$ cat src/ktur_pkg.sv
// ----------------------------------------------------------------------------
// ktur_pkg
// shared types, codes and defaults of the keyed upsert/remove table
// ----------------------------------------------------------------------------
package ktur_pkg;

    // field widths of the beats
    localparam int CMD_W    = 2;
    localparam int KEY_W    = 16;
    localparam int DATA_W   = 64;
    localparam int STATUS_W = 3;
    localparam int INDEX_W  = 6;
    localparam int COUNT_W  = 7;

    // parameter defaults
    localparam int ENTRIES_DEF       = 64;
    localparam int PAYLOAD_WIDTH_DEF = 64;

    // command codes, any other code behaves as a lookup
    localparam logic [CMD_W-1:0] CMD_LOOKUP = 2'd0;
    localparam logic [CMD_W-1:0] CMD_UPSERT = 2'd1;
    localparam logic [CMD_W-1:0] CMD_REMOVE = 2'd2;

    // status codes
    localparam logic [STATUS_W-1:0] ST_FOUND    = 3'd0;
    localparam logic [STATUS_W-1:0] ST_INSERTED = 3'd1;
    localparam logic [STATUS_W-1:0] ST_FULL     = 3'd2;
    localparam logic [STATUS_W-1:0] ST_MISSING  = 3'd3;
    localparam logic [STATUS_W-1:0] ST_REMOVED  = 3'd4;

    // request beat
    typedef struct packed {
        logic [CMD_W-1:0]  command;
        logic [KEY_W-1:0]  key;
        logic [DATA_W-1:0] entry_data;
    } req_beat_t;

    // response beat
    typedef struct packed {
        logic [STATUS_W-1:0] status;
        logic [INDEX_W-1:0]  index;
        logic [COUNT_W-1:0]  count;
    } rsp_beat_t;

endpackage

$ cat src/ktur_engine.sv
// ----------------------------------------------------------------------------
// ktur_engine
// sequencer: linear key search, upsert/remove decision, compaction shift,
// live count and response register
// ----------------------------------------------------------------------------
module ktur_engine #(
    parameter int ENTRIES       = ktur_pkg::ENTRIES_DEF,
    parameter int PAYLOAD_WIDTH = ktur_pkg::PAYLOAD_WIDTH_DEF,
    localparam int IW = $clog2(ENTRIES),
    localparam int RW = ktur_pkg::KEY_W + PAYLOAD_WIDTH
) (
    input  logic                  clk,
    input  logic                  rst_n,
    input  logic                  req_valid,
    output logic                  req_stall,
    input  ktur_pkg::req_beat_t   req,
    output logic                  rsp_valid,
    input  logic                  rsp_stall,
    output ktur_pkg::rsp_beat_t   rsp,
    output logic                  ram_we,
    output logic [IW-1:0]         ram_addr,
    output logic [RW-1:0]         ram_wdata,
    input  logic [RW-1:0]         ram_rdata
);

    localparam int CW  = $clog2(ENTRIES + 1);
    localparam int IXE = IW + ktur_pkg::INDEX_W;
    localparam int CXE = CW + ktur_pkg::COUNT_W;

    typedef enum logic [2:0] {
        S_IDLE,
        S_SEARCH,
        S_RESOLVE,
        S_SH_RD,
        S_SH_WR,
        S_DONE
    } state_t;

    state_t                          state_reg, state_next;
    logic [ktur_pkg::CMD_W-1:0]      cmd_reg, cmd_next;
    logic [ktur_pkg::KEY_W-1:0]      key_reg, key_next;
    logic [PAYLOAD_WIDTH-1:0]        data_reg, data_next;
    logic [IW-1:0]                   ptr_reg, ptr_next;
    logic [IW-1:0]                   idx_reg, idx_next;
    logic                            hit_reg, hit_next;
    logic [CW-1:0]                   count_reg, count_next;
    logic [ktur_pkg::STATUS_W-1:0]   status_reg, status_next;
    logic                            rsp_valid_reg, rsp_valid_next;
    ktur_pkg::rsp_beat_t             rsp_reg, rsp_next;

    logic [ktur_pkg::KEY_W-1:0]      rd_key;
    logic [CW-1:0]                   ptr_ext;
    logic [IXE-1:0]                  idx_wide;
    logic [CXE-1:0]                  count_wide;

    assign rd_key     = ram_rdata[RW-1:PAYLOAD_WIDTH];
    assign ptr_ext    = CW'(ptr_reg);
    assign idx_wide   = IXE'(idx_reg);
    assign count_wide = CXE'(count_reg);

    // next-state and datapath
    always_comb
    begin
        state_next     = state_reg;
        cmd_next       = cmd_reg;
        key_next       = key_reg;
        data_next      = data_reg;
        ptr_next       = ptr_reg;
        idx_next       = idx_reg;
        hit_next       = hit_reg;
        count_next     = count_reg;
        status_next    = status_reg;
        rsp_valid_next = rsp_valid_reg;
        rsp_next       = rsp_reg;
        ram_we         = 1'b0;
        ram_addr       = ptr_reg;
        ram_wdata      = {key_reg, data_reg};

        // response taken downstream
        if (rsp_valid_reg && !rsp_stall)
        begin
            rsp_valid_next = 1'b0;
        end

        case (state_reg)
            S_IDLE:
            begin
                if (req_valid)
                begin
                    cmd_next  = req.command;
                    key_next  = req.key;
                    data_next = req.entry_data[PAYLOAD_WIDTH-1:0];
                    ptr_next  = '0;
                    ram_addr  = '0;
                    if (count_reg == '0)
                    begin
                        hit_next   = 1'b0;
                        state_next = S_RESOLVE;
                    end
                    else
                    begin
                        state_next = S_SEARCH;
                    end
                end
            end

            // one slot compared per cycle, next read issued alongside
            S_SEARCH:
            begin
                if (rd_key == key_reg)
                begin
                    hit_next   = 1'b1;
                    state_next = S_RESOLVE;
                end
                else if (ptr_ext + CW'(1) == count_reg)
                begin
                    hit_next   = 1'b0;
                    state_next = S_RESOLVE;
                end
                else
                begin
                    ptr_next = ptr_reg + IW'(1);
                    ram_addr = ptr_reg + IW'(1);
                end
            end

            // act on the search result
            S_RESOLVE:
            begin
                state_next = S_DONE;
                idx_next   = '0;
                case (cmd_reg)
                    ktur_pkg::CMD_UPSERT:
                    begin
                        if (hit_reg)
                        begin
                            ram_we      = 1'b1;
                            ram_addr    = ptr_reg;
                            idx_next    = ptr_reg;
                            status_next = ktur_pkg::ST_FOUND;
                        end
                        else if (count_reg == CW'(ENTRIES))
                        begin
                            status_next = ktur_pkg::ST_FULL;
                        end
                        else
                        begin
                            ram_we      = 1'b1;
                            ram_addr    = IW'(count_reg);
                            idx_next    = IW'(count_reg);
                            count_next  = count_reg + CW'(1);
                            status_next = ktur_pkg::ST_INSERTED;
                        end
                    end
                    ktur_pkg::CMD_REMOVE:
                    begin
                        if (!hit_reg)
                        begin
                            status_next = ktur_pkg::ST_MISSING;
                        end
                        else
                        begin
                            idx_next    = ptr_reg;
                            status_next = ktur_pkg::ST_REMOVED;
                            if (ptr_ext + CW'(1) < count_reg)
                            begin
                                state_next = S_SH_RD;
                            end
                            else
                            begin
                                count_next = count_reg - CW'(1);
                            end
                        end
                    end
                    default:
                    begin
                        if (hit_reg)
                        begin
                            idx_next    = ptr_reg;
                            status_next = ktur_pkg::ST_FOUND;
                        end
                        else
                        begin
                            status_next = ktur_pkg::ST_MISSING;
                        end
                    end
                endcase
            end

            // compaction: read the slot above
            S_SH_RD:
            begin
                ram_addr   = ptr_reg + IW'(1);
                state_next = S_SH_WR;
            end

            // compaction: write it one slot down
            S_SH_WR:
            begin
                ram_we    = 1'b1;
                ram_addr  = ptr_reg;
                ram_wdata = ram_rdata;
                ptr_next  = ptr_reg + IW'(1);
                if (ptr_ext + CW'(2) < count_reg)
                begin
                    state_next = S_SH_RD;
                end
                else
                begin
                    count_next = count_reg - CW'(1);
                    state_next = S_DONE;
                end
            end

            // hand result to the response register
            S_DONE:
            begin
                if (!rsp_valid_reg || !rsp_stall)
                begin
                    rsp_valid_next = 1'b1;
                    rsp_next.status = status_reg;
                    rsp_next.index  = idx_wide[ktur_pkg::INDEX_W-1:0];
                    rsp_next.count  = count_wide[ktur_pkg::COUNT_W-1:0];
                    state_next      = S_IDLE;
                end
            end

            default:
            begin
                state_next = S_IDLE;
            end
        endcase
    end

    // state and registered outputs
    always_ff @(posedge clk or negedge rst_n)
    begin
        if (!rst_n)
        begin
            state_reg     <= S_IDLE;
            count_reg     <= '0;
            hit_reg       <= 1'b0;
            rsp_valid_reg <= 1'b0;
            cmd_reg       <= ktur_pkg::CMD_LOOKUP;
            key_reg       <= '0;
            data_reg      <= '0;
            ptr_reg       <= '0;
            idx_reg       <= '0;
            status_reg    <= ktur_pkg::ST_FOUND;
            rsp_reg       <= '0;
        end
        else
        begin
            state_reg     <= state_next;
            count_reg     <= count_next;
            hit_reg       <= hit_next;
            rsp_valid_reg <= rsp_valid_next;
            cmd_reg       <= cmd_next;
            key_reg       <= key_next;
            data_reg      <= data_next;
            ptr_reg       <= ptr_next;
            idx_reg       <= idx_next;
            status_reg    <= status_next;
            rsp_reg       <= rsp_next;
        end
    end

    assign req_stall = (state_reg != S_IDLE);
    assign rsp_valid = rsp_valid_reg;
    assign rsp       = rsp_reg;

endmodule

$ cat config.mk
export PLATFORM = sky130hd
export DESIGN_NAME = ktur_engine
export DESIGN_NICKNAME = d
export VERILOG_FILES = /design/src/ktur_pkg.sv /design/src/ktur_engine.sv
export SDC_FILE = /design/constraint.sdc
export NUM_CORES = 1
export LEC_CHECK = 0
export BUFFER_PORTS_ARGS = -buffer_cell sky130_fd_sc_hd__buf_2
export CAP_MARGIN = 20
export CORE_MARGIN = 1.5
export CORE_UTILIZATION = 50
export CTS_BUF_LIST = sky130_fd_sc_hd__clkbuf_16
export CTS_CLUSTER_DIAMETER = 120
export DETAILED_ROUTE_END_ITERATION = 8
export PLACE_DENSITY = 0.86
export SYNTH_ARGS = -nofsm -noshare
export SYNTH_HDL_FRONTEND = slang
export SYNTH_SLANG_ARGS = --single-unit
export TNS_END_PERCENT = 50
$ cat constraint.sdc
create_clock -name clk -period 6 [get_ports clk]
set_clock_uncertainty 0.2 [all_clocks]
set_input_delay 0.3 -clock clk [delete_from_list [all_inputs] [get_ports clk]]
set_output_delay 0.3 -clock clk [all_outputs]
set_load 0.01 [all_outputs]
==> results of run 1 <==
-- cell usage in the layout (no fill, tap or decap), drive strengths merged, types with 3 or more instances in the layout --
| master | instances |
|---|---|
| o21ai | 27 |
| a22oi | 5 |
| clkinvlp | 3 |
| inv | 26 |
| nor4 | 3 |
| a21o | 4 |
| diode | 5 |
| nor3b | 3 |
| dfrtp | 125 |
| ha | 20 |
| xnor2 | 29 |
| mux2 | 170 |
| a2bb2oi | 3 |
| nor2 | 39 |
| nand2 | 36 |
| a31oi | 4 |
| and2 | 3 |
| clkinv | 10 |
| o31ai | 4 |
| buf | 274 |
| a21oi | 23 |
| clkbuf | 17 |
| a221oi | 12 |
| nor3 | 13 |
| a2111oi | 4 |
| nand4 | 11 |
| dlygate4sd3 | 84 |
| nand3 | 9 |
-- metrics by stage --
| step | area [sq um] | worst slack (ns) | instances | util (%) |
|---|---|---|---|---|
| 5_1_grt | 10020 | 1.464 | 1175 | 71.64 |
| 2_1_floorplan | 7209 | 2.983 | 642 | - |
| 6_report | 10030 | 1.783 | 1178 | 71.69 |
| 4_1_cts | 10020 | 1.849 | 1173 | 71.60 |
| 3_3_place_gp | 8641 | 2.440 | 1057 | 61.77 |
| 3_5_place_dp | 8641 | 2.332 | 1057 | 61.77 |
-- metal layers --
layer	routed length, microns	GRT usage, %	vias to the layer above
met5	0	0	-
li1	-	-	3023
met4	1310	19.54	0
met2	12310	53.92	383
met3	1616	7.795	97
met1	8868	36.43	3247
-- tightest hold or removal path, stage by stage --
cell     delay, ns
buf_2         0.16
nor2_1        0.08
a21oi_1       0.11
-- cell usage after synthesis, types with 2 or more instances --
master	number	area (sq um)
and2_1	2	12.51
o41ai_1	2	17.52
nor4_1	2	12.51
nand2_1	36	135.1
a22oi_1	4	30.03
nand3b_1	2	15.01
inv_1	23	86.33
nand2b_1	2	12.51
buf_6	2	22.52
mux2_2	170	1914
dfrtp_1	125	3128
buf_1	2	7.510
xor2_1	2	17.52
nor2_1	38	142.6
o22a_1	2	17.52
a21oi_1	23	115.1
a2111oi_0	3	26.28
nor3b_2	2	25.02
a21o_1	4	30.03
buf_2	17	85.08
a221oi_1	12	105.1
a211oi_1	2	15.01
a31oi_1	4	25.02
ha_1	20	250.2
o21bai_1	2	15.01
a2bb2oi_1	3	26.28
clkbuf_1	17	63.81
nand4_1	11	68.82
nand3_1	9	45.04
o31ai_1	4	30.03
xnor2_1	29	254.0
o21ai_0	26	130.1
nor3_1	12	60.06
-- worst max path at each step --
stage / startpoint / slack [ns] / to
after global routing: ptr_reg[2] / 1.46 / ram_addr[2]
final: ptr_reg[2] / 1.78 / ram_addr[2]
after detailed placement: ptr_reg[2] / 2.33 / ram_addr[2]
after global placement: ptr_reg[2] / 2.44 / ram_addr[2]
after floorplan: ptr_reg[0] / 2.98 / ram_addr[1]
after CTS: ptr_reg[2] / 1.85 / ram_addr[2]
-- cell families after synthesis --
| kind of cell | after synthesis |
|---|---|
| DFF | 125 |
| buffers and inverters | 64 |
| adders and majority gates | 20 |
| AOI/OAI and AO/OA | 109 |
| muxes | 170 |
| and+or+nand+nor | 123 |
| xor gates and xnor gates | 31 |
-- area by class of cell --
cell class                      count  area (sq um)  share of cell area, %
Antenna cell                        5         12.51                 0.1248
Clock inverter                     15         108.9                  1.085
Timing Repair Buffer              358          2225                  22.18
Multi-Input combinational cell    453          3810                  37.99
Clock buffer                       17         425.4                  4.242
Sequential cell                   125          3128                  31.19
Tap cell                          180         225.2                  2.246
Inverter                           25         93.84                 0.9357
-- power by group --
part / switching, mW / total [mW] / leakage, nW / internal, mW
registers: 0.418 / 1.68 / 1.51 / 1.26
logic: 1.40 / 2.78 / 2.86 / 1.37
clock network: 0.380 / 0.939 / 0.263 / 0.558
-- timing repair --
item / CTS / global route
hold endpoints to repair: 146 / 0
gates resized for setup: 0 / 0
hold buffers: 84 / 0
==> impl_metrics.xml, run 1 <==
<?xml version="1.0" encoding="UTF-8"?>
<metrics>
  <group name="routing">
    <metric name="via_per_inst" unit="">5.730</metric>
    <metric name="final_antenna_net_count" unit="">0</metric>
    <metric name="routed-via-count" unit="">6750</metric>
    <metric name="drc_errors" unit="">0</metric>
    <metric name="drtPass1Iterations" unit="">5</metric>
    <metric name="drc_violation_total_after_the_first_tritonroute_iteration" unit="">444</metric>
    <metric name="drt-wirelength-per-cell" unit="microns">20.47</metric>
    <metric name="detail_route.wirelength" unit="microns">24110</metric>
  </group>
  <group name="timing">
    <metric name="fin_setup_tns" unit="ns">0</metric>
    <metric name="fin_crit_sh" unit="%">70.28</metric>
    <metric name="slew-limit-headroom" unit="%">25.71</metric>
    <metric name="rsz_0062_raised_after_global_routing" unit="">no</metric>
    <metric name="whs" unit="ns">0.08204</metric>
    <metric name="timing_worst_slew_pin_value" unit="ns">1.114</metric>
    <metric name="final-setup-viol-count" unit="">0</metric>
    <metric name="report.final.hold_viol_count" unit="">0</metric>
    <metric name="finalMaxSlewViolations" unit="">0</metric>
    <metric name="period_needed" unit="ns">4.217</metric>
    <metric name="fmaxAchievable" unit="GHz">0.2372</metric>
  </group>
  <group name="placed_design">
    <metric name="post-dp-hpwl" unit="microns">15570</metric>
    <metric name="numPortBuffers" unit="">270</metric>
    <metric name="finalWeightedCongestion" unit="">0.9269</metric>
  </group>
  <group name="setup_path">
    <metric name="setup.reg_to_reg.worst_slack" unit="ns">2.73</metric>
    <metric name="cp_data_arrival_time" unit="ns">3.72</metric>
    <metric name="worst-setup-path-type" unit="">flop to output pin</metric>
    <metric name="critical_path_depth" unit="">10</metric>
    <metric name="critical-path-top-delay-family" unit="">simple AND/OR/NAND/NOR gates</metric>
    <metric name="cp_data_required_time" unit="ns">5.50</metric>
    <metric name="timing.critical_path.slowest_cell_delay" unit="ns">0.60</metric>
    <metric name="worstSetupStartpointType" unit="">flop</metric>
    <metric name="cp.buffers_inverters" unit="">1</metric>
    <metric name="worst-path-max-fanout" unit="">12</metric>
    <metric name="depth_of_the_worst_register_to_register_path" unit="">10</metric>
    <metric name="worst_r2r_endpoint" unit="">count_reg[3]</metric>
    <metric name="worstSetupEndpointType" unit="">output pin</metric>
    <metric name="crit_path_cells" unit="">ha_1 &gt; nand4_1 &gt; xnor2_1 &gt; ha_1 &gt; nand4_1 &gt; nor3_1 &gt; nor2_1 &gt; a2111oi_0 &gt; a221oi_1 &gt; buf_2</metric>
    <metric name="reg2reg_from" unit="">ptr_reg[2]</metric>
    <metric name="critical-path-slowest-cell" unit="">a2111oi_0</metric>
  </group>
  <group name="yosys">
    <metric name="synth_xor_xnor_area_share" unit="%">3.766</metric>
    <metric name="synth_cell_type_count" unit="">61</metric>
    <metric name="synth_cells" unit="">642</metric>
    <metric name="yosys_warnings" unit="">0</metric>
    <metric name="synth-compound-area-share" unit="%">10.74</metric>
    <metric name="syn-cell-area" unit="sq um">7209</metric>
    <metric name="postSynthRegisterBits" unit="">125</metric>
    <metric name="combinational_family_with_the_most_area_after_synthesis" unit="">multiplexers</metric>
    <metric name="postSynthNetCount" unit="">828</metric>
    <metric name="synthMuxAreaShare" unit="%">26.55</metric>
    <metric name="arithmetic_cell_share_of_the_synthesized_area_counting_full_adders_half_adders_and_majority_gates" unit="%">3.471</metric>
    <metric name="ys_async_sr_fraction" unit="%">100.0</metric>
    <metric name="synth_area_per_cell" unit="sq um">11.23</metric>
    <metric name="ys_dominant_reg_cell" unit="">dfrtp_1</metric>
    <metric name="synth-simple-area-share" unit="%">8.192</metric>
    <metric name="seq_area_frac_synth" unit="%">43.39</metric>
    <metric name="synth-edff-count" unit="">0</metric>
  </group>
  <group name="worst_hold_path">
    <metric name="worst_hold_startpoint" unit="">req_valid</metric>
    <metric name="hold_worst_path_end" unit="">state_reg[0]</metric>
    <metric name="whs_path_depth" unit="">3</metric>
    <metric name="holdCritPathClass" unit="">primary input to flop</metric>
  </group>
  <group name="global_routing">
    <metric name="maximum_number_of_pins_on_one_net_before_global_route_repair" unit="">85</metric>
    <metric name="grtUsageTotal" unit="%">31.89</metric>
    <metric name="residual_overflow_from_global_routing" unit="">0</metric>
    <metric name="first_pass_grt_wire_length" unit="microns">35980</metric>
    <metric name="first_global_vias" unit="">6994</metric>
    <metric name="initial_antenna_violation_count" unit="">3</metric>
  </group>
  <group name="finish">
    <metric name="area_growth_syn_to_layout" unit="%">39.10</metric>
    <metric name="layout.filler_cells" unit="">1001</metric>
    <metric name="largest_register_ffs" unit="">64</metric>
    <metric name="share_of_cells_above_drive_strength_1" unit="%">48.64</metric>
    <metric name="design.final.nets" unit="">1166</metric>
  </group>
  <group name="die">
    <metric name="floorplan.initialDensity" unit="%">51.54</metric>
    <metric name="die_width" unit="microns">123.1</metric>
    <metric name="die_area" unit="sq um">15150</metric>
    <metric name="placementRows" unit="">43</metric>
    <metric name="floorplan.core_area" unit="sq um">13990</metric>
    <metric name="chipHeight" unit="microns">123.1</metric>
    <metric name="ios" unit="">271</metric>
  </group>
  <group name="clock_network">
    <metric name="tritoncts" unit="">done</metric>
    <metric name="post_cts.repair.setup_buffers" unit="">0</metric>
    <metric name="cts_max_level" unit="">4</metric>
    <metric name="clock-root-buffer" unit="">clkbuf_16</metric>
    <metric name="cts_inserted_buffers" unit="">17</metric>
    <metric name="clock-sinks" unit="">125</metric>
    <metric name="worst_case_clock_buffer_depth" unit="">2</metric>
    <metric name="clk-insertion-delay-late" unit="ns">0.42</metric>
    <metric name="clkSlewWorstSetupHoldPaths" unit="ns">0.06</metric>
  </group>
  <group name="status">
    <metric name="outcome" unit="">finished, final reports clean</metric>
  </group>
  <group name="power">
    <metric name="ratio_of_total_power_to_cell_area" unit="nW/um^2">537.8</metric>
    <metric name="power.static_leakage" unit="nW">4.631</metric>
    <metric name="report.power.total" unit="mW">5.393</metric>
    <metric name="peak_supply_drop" unit="uV">352.2</metric>
  </group>
  <group name="flow_run">
    <metric name="max_cap_violations" unit="">0</metric>
  </group>
</metrics>
Note: power is estimated with default switching activity, not from simulation.
==> run 2, diff against run 1 <==
- clock period: 6 -> 4.2 ns (I/O delays scaled with it)
==> impl_metrics.xml, run 2 (synthesis gave the netlist of run 1 again) <==
<?xml version="1.0" encoding="UTF-8"?>
<metrics>
  <group name="status">
    <metric name="outcome" unit="">finished, final reports clean</metric>
  </group>
  <group name="placed_design">
    <metric name="preCtsSetupSlack" unit="ns">0.6189</metric>
    <metric name="numPortBuffers" unit="">270</metric>
    <metric name="finalWeightedCongestion" unit="">0.8941</metric>
    <metric name="post-dp-hpwl" unit="microns">15730</metric>
    <metric name="total_placed_instance_area" unit="sq um">8711</metric>
  </group>
  <group name="finish">
    <metric name="finalInstanceArea" unit="sq um">10180</metric>
    <metric name="most-common-layout-cells" unit="">buf_2, mux2_2, dfrtp_1</metric>
    <metric name="final_common_cell" unit="">buf_2</metric>
    <metric name="largest_register_ffs" unit="">64</metric>
    <metric name="layout.filler_cells" unit="">943</metric>
    <metric name="share_of_cells_above_drive_strength_1" unit="%">49.30</metric>
    <metric name="sequential_cell_area" unit="sq um">3129</metric>
    <metric name="design.final.nets" unit="">1173</metric>
    <metric name="area_growth_syn_to_layout" unit="%">41.20</metric>
    <metric name="area_used_by_multi_input_combinational_logic" unit="sq um">3817</metric>
  </group>
  <group name="power">
    <metric name="power.static_leakage" unit="nW">4.693</metric>
    <metric name="share_seq_of_total_power" unit="%">30.3</metric>
    <metric name="ratio_of_total_power_to_cell_area" unit="nW/um^2">773.4</metric>
    <metric name="switching_share" unit="%">40.05</metric>
    <metric name="intPower" unit="mW">4.721</metric>
    <metric name="power_switching" unit="mW">3.153</metric>
    <metric name="p_clk_share" unit="%">19.1</metric>
    <metric name="peak_supply_drop" unit="uV">420.6</metric>
    <metric name="combinationalPowerShare" unit="%">50.6</metric>
  </group>
  <group name="timing">
    <metric name="post-route-worst-setup-slack" unit="ns">0.3669</metric>
    <metric name="slew-limit-headroom" unit="%">49.16</metric>
    <metric name="final-setup-viol-count" unit="">0</metric>
    <metric name="fmaxAchievable" unit="GHz">0.2609</metric>
    <metric name="fin_setup_tns" unit="ns">0</metric>
    <metric name="finalMaxSlewViolations" unit="">0</metric>
    <metric name="fin_crit_sh" unit="%">91.26</metric>
    <metric name="rsz_0062_raised_after_global_routing" unit="">no</metric>
    <metric name="report.final.hold_viol_count" unit="">0</metric>
    <metric name="timing_worst_slew_pin_value" unit="ns">0.7626</metric>
    <metric name="period_needed" unit="ns">3.833</metric>
  </group>
  <group name="routing">
    <metric name="drc_errors" unit="">0</metric>
    <metric name="drtPass1Iterations" unit="">5</metric>
    <metric name="detail_route.wirelength" unit="microns">23920</metric>
    <metric name="final_antenna_net_count" unit="">0</metric>
    <metric name="drt-wirelength-per-cell" unit="microns">20.19</metric>
    <metric name="routed-via-count" unit="">6757</metric>
    <metric name="drc_violation_total_after_the_first_tritonroute_iteration" unit="">485</metric>
    <metric name="via_per_inst" unit="">5.702</metric>
  </group>
  <group name="setup_path">
    <metric name="critical-path-top-delay-family" unit="">simple AND/OR/NAND/NOR gates</metric>
    <metric name="crit_path_cells" unit="">ha_1 &gt; nand4_1 &gt; xnor2_1 &gt; ha_1 &gt; nand4_1 &gt; nor3_2 &gt; or2_2 &gt; o31ai_1 &gt; a221oi_1 &gt; buf_2</metric>
    <metric name="worstSetupStartpointType" unit="">flop</metric>
    <metric name="cp_data_required_time" unit="ns">3.79</metric>
    <metric name="cp.buffers_inverters" unit="">1</metric>
    <metric name="worstSetupEndpointType" unit="">output pin</metric>
    <metric name="worst-setup-path-type" unit="">flop to output pin</metric>
    <metric name="cp_data_arrival_time" unit="ns">3.42</metric>
    <metric name="worst-path-max-fanout" unit="">12</metric>
    <metric name="critical-path-slowest-cell" unit="">dfrtp_1</metric>
    <metric name="timing.critical_path.slowest_cell_delay" unit="ns">0.53</metric>
  </group>
  <group name="die">
    <metric name="chipHeight" unit="microns">123.1</metric>
    <metric name="placementRows" unit="">43</metric>
    <metric name="die_area" unit="sq um">15150</metric>
    <metric name="ios" unit="">271</metric>
    <metric name="die_width" unit="microns">123.1</metric>
    <metric name="floorplan.core_area" unit="sq um">13990</metric>
    <metric name="floorplan.initialDensity" unit="%">51.54</metric>
  </group>
  <group name="clock_network">
    <metric name="tritoncts" unit="">done</metric>
    <metric name="cts_max_level" unit="">4</metric>
    <metric name="worst_case_clock_buffer_depth" unit="">2</metric>
    <metric name="clk-insertion-delay-late" unit="ns">0.42</metric>
    <metric name="post_cts.repair.setup_buffers" unit="">0</metric>
    <metric name="cts_inserted_buffers" unit="">17</metric>
    <metric name="clkSlewWorstSetupHoldPaths" unit="ns">0.06</metric>
    <metric name="clock-root-buffer" unit="">clkbuf_16</metric>
    <metric name="clock-sinks" unit="">125</metric>
  </group>
  <group name="global_routing">
    <metric name="residual_overflow_from_global_routing" unit="">0</metric>
    <metric name="initial_antenna_violation_count" unit="">4</metric>
    <metric name="grtUsageTotal" unit="%">31.73</metric>
    <metric name="maximum_number_of_pins_on_one_net_before_global_route_repair" unit="">126</metric>
    <metric name="first_pass_grt_wire_length" unit="microns">36220</metric>
    <metric name="first_global_vias" unit="">6970</metric>
  </group>
  <group name="flow_run">
    <metric name="max_cap_violations" unit="">0</metric>
  </group>
  <group name="worst_hold_path">
    <metric name="holdCritPathClass" unit="">primary input to flop</metric>
  </group>
</metrics>
run 2: changes by cell type in the layout (fill, tap and decap cells not counted), sizes merged:
| cell | change |
|---|---|
| buf | +6 |
| bufinv | +2 |
| clkinv | -3 |
| dlygate4sd3 | +1 |
| inv | +1 |
run 2: per-layer routing:
metal	share of wire [%]	vias to the layer above	track usage (%)	routed length, microns
li1	-	3033	-	-
met1	37	3290	35.89	8739
met2	52	350	55.73	12500
met3	6.2	84	6.550	1475
met4	5.0	0	17.82	1207
met5	0	-	0	0
run 2: timing repair:
action	4_1_cts	5_1_grt
hold buffers	85	0
resized for setup	0	3
endpoints found under the setup margin	0	3
hold endpoints to repair	210	0
run 2: final timing paths:
kind / from / end / slack, ns / cells past startpoint
worst max-delay path: ptr_reg[1] / ram_addr[2] / 0.37 / 10
worst min-delay path: ram_rdata[79] / hit_reg / 0.18 / 6
worst max register to register: ptr_reg[1] / count_reg[6] / 0.93 / 10
worst min register to register: rsp[1] / rsp[1] / 0.27 / 2
max in group asynchronous: rst_n / ptr_reg[2] / 2.94 / 3
min in group asynchronous: rst_n / rsp[2] / 0.20 / 3
run 2: tightest hold or removal path: stages:
cell	delay, ns
buf_2	0.10
xnor2_1	0.06
nand4_1	0.08
nor4_2	0.09
nand2_1	0.08
a41oi_1	0.12
run 2: area by class of cell:
type                       instances  share of cell area (%)
clock inverter                    15                   1.684
clock buffer                      17                   4.179
timing repair buffer             365                   22.64
sequential                       125                   30.74
inverter                          25                  0.9218
multi-input combinational        453                   37.50
antenna                            5                  0.1229
tap                              180                   2.212
run 2: power groups by stage:
| stage | combinational [mW] | sequential [mW] | clock, mW |
|---|---|---|---|
| 2_1_floorplan | 2.77 | 2.11 | 0 |
| 3_3_place_gp | 3.73 | 2.32 | 0 |
| 3_5_place_dp | 3.81 | 2.35 | 0 |
| 4_1_cts | 3.91 | 2.35 | 1.51 |
| 5_1_grt | 4.33 | 2.46 | 1.57 |
| 6_report | 3.99 | 2.38 | 1.50 |
run 2: per-stage QoR:
stage	std cells	hold slack [ns]	util, %	total power [mW]
6_report	1185	0.1769	72.77	7.874
5_1_grt	1184	0.2061	72.75	8.357
4_1_cts	1180	0.1358	72.62	7.766
3_5_place_dp	1063	0.1709	62.27	6.157
3_3_place_gp	1063	0.1670	62.27	6.049
2_1_floorplan	642	-0.2856	-	4.886
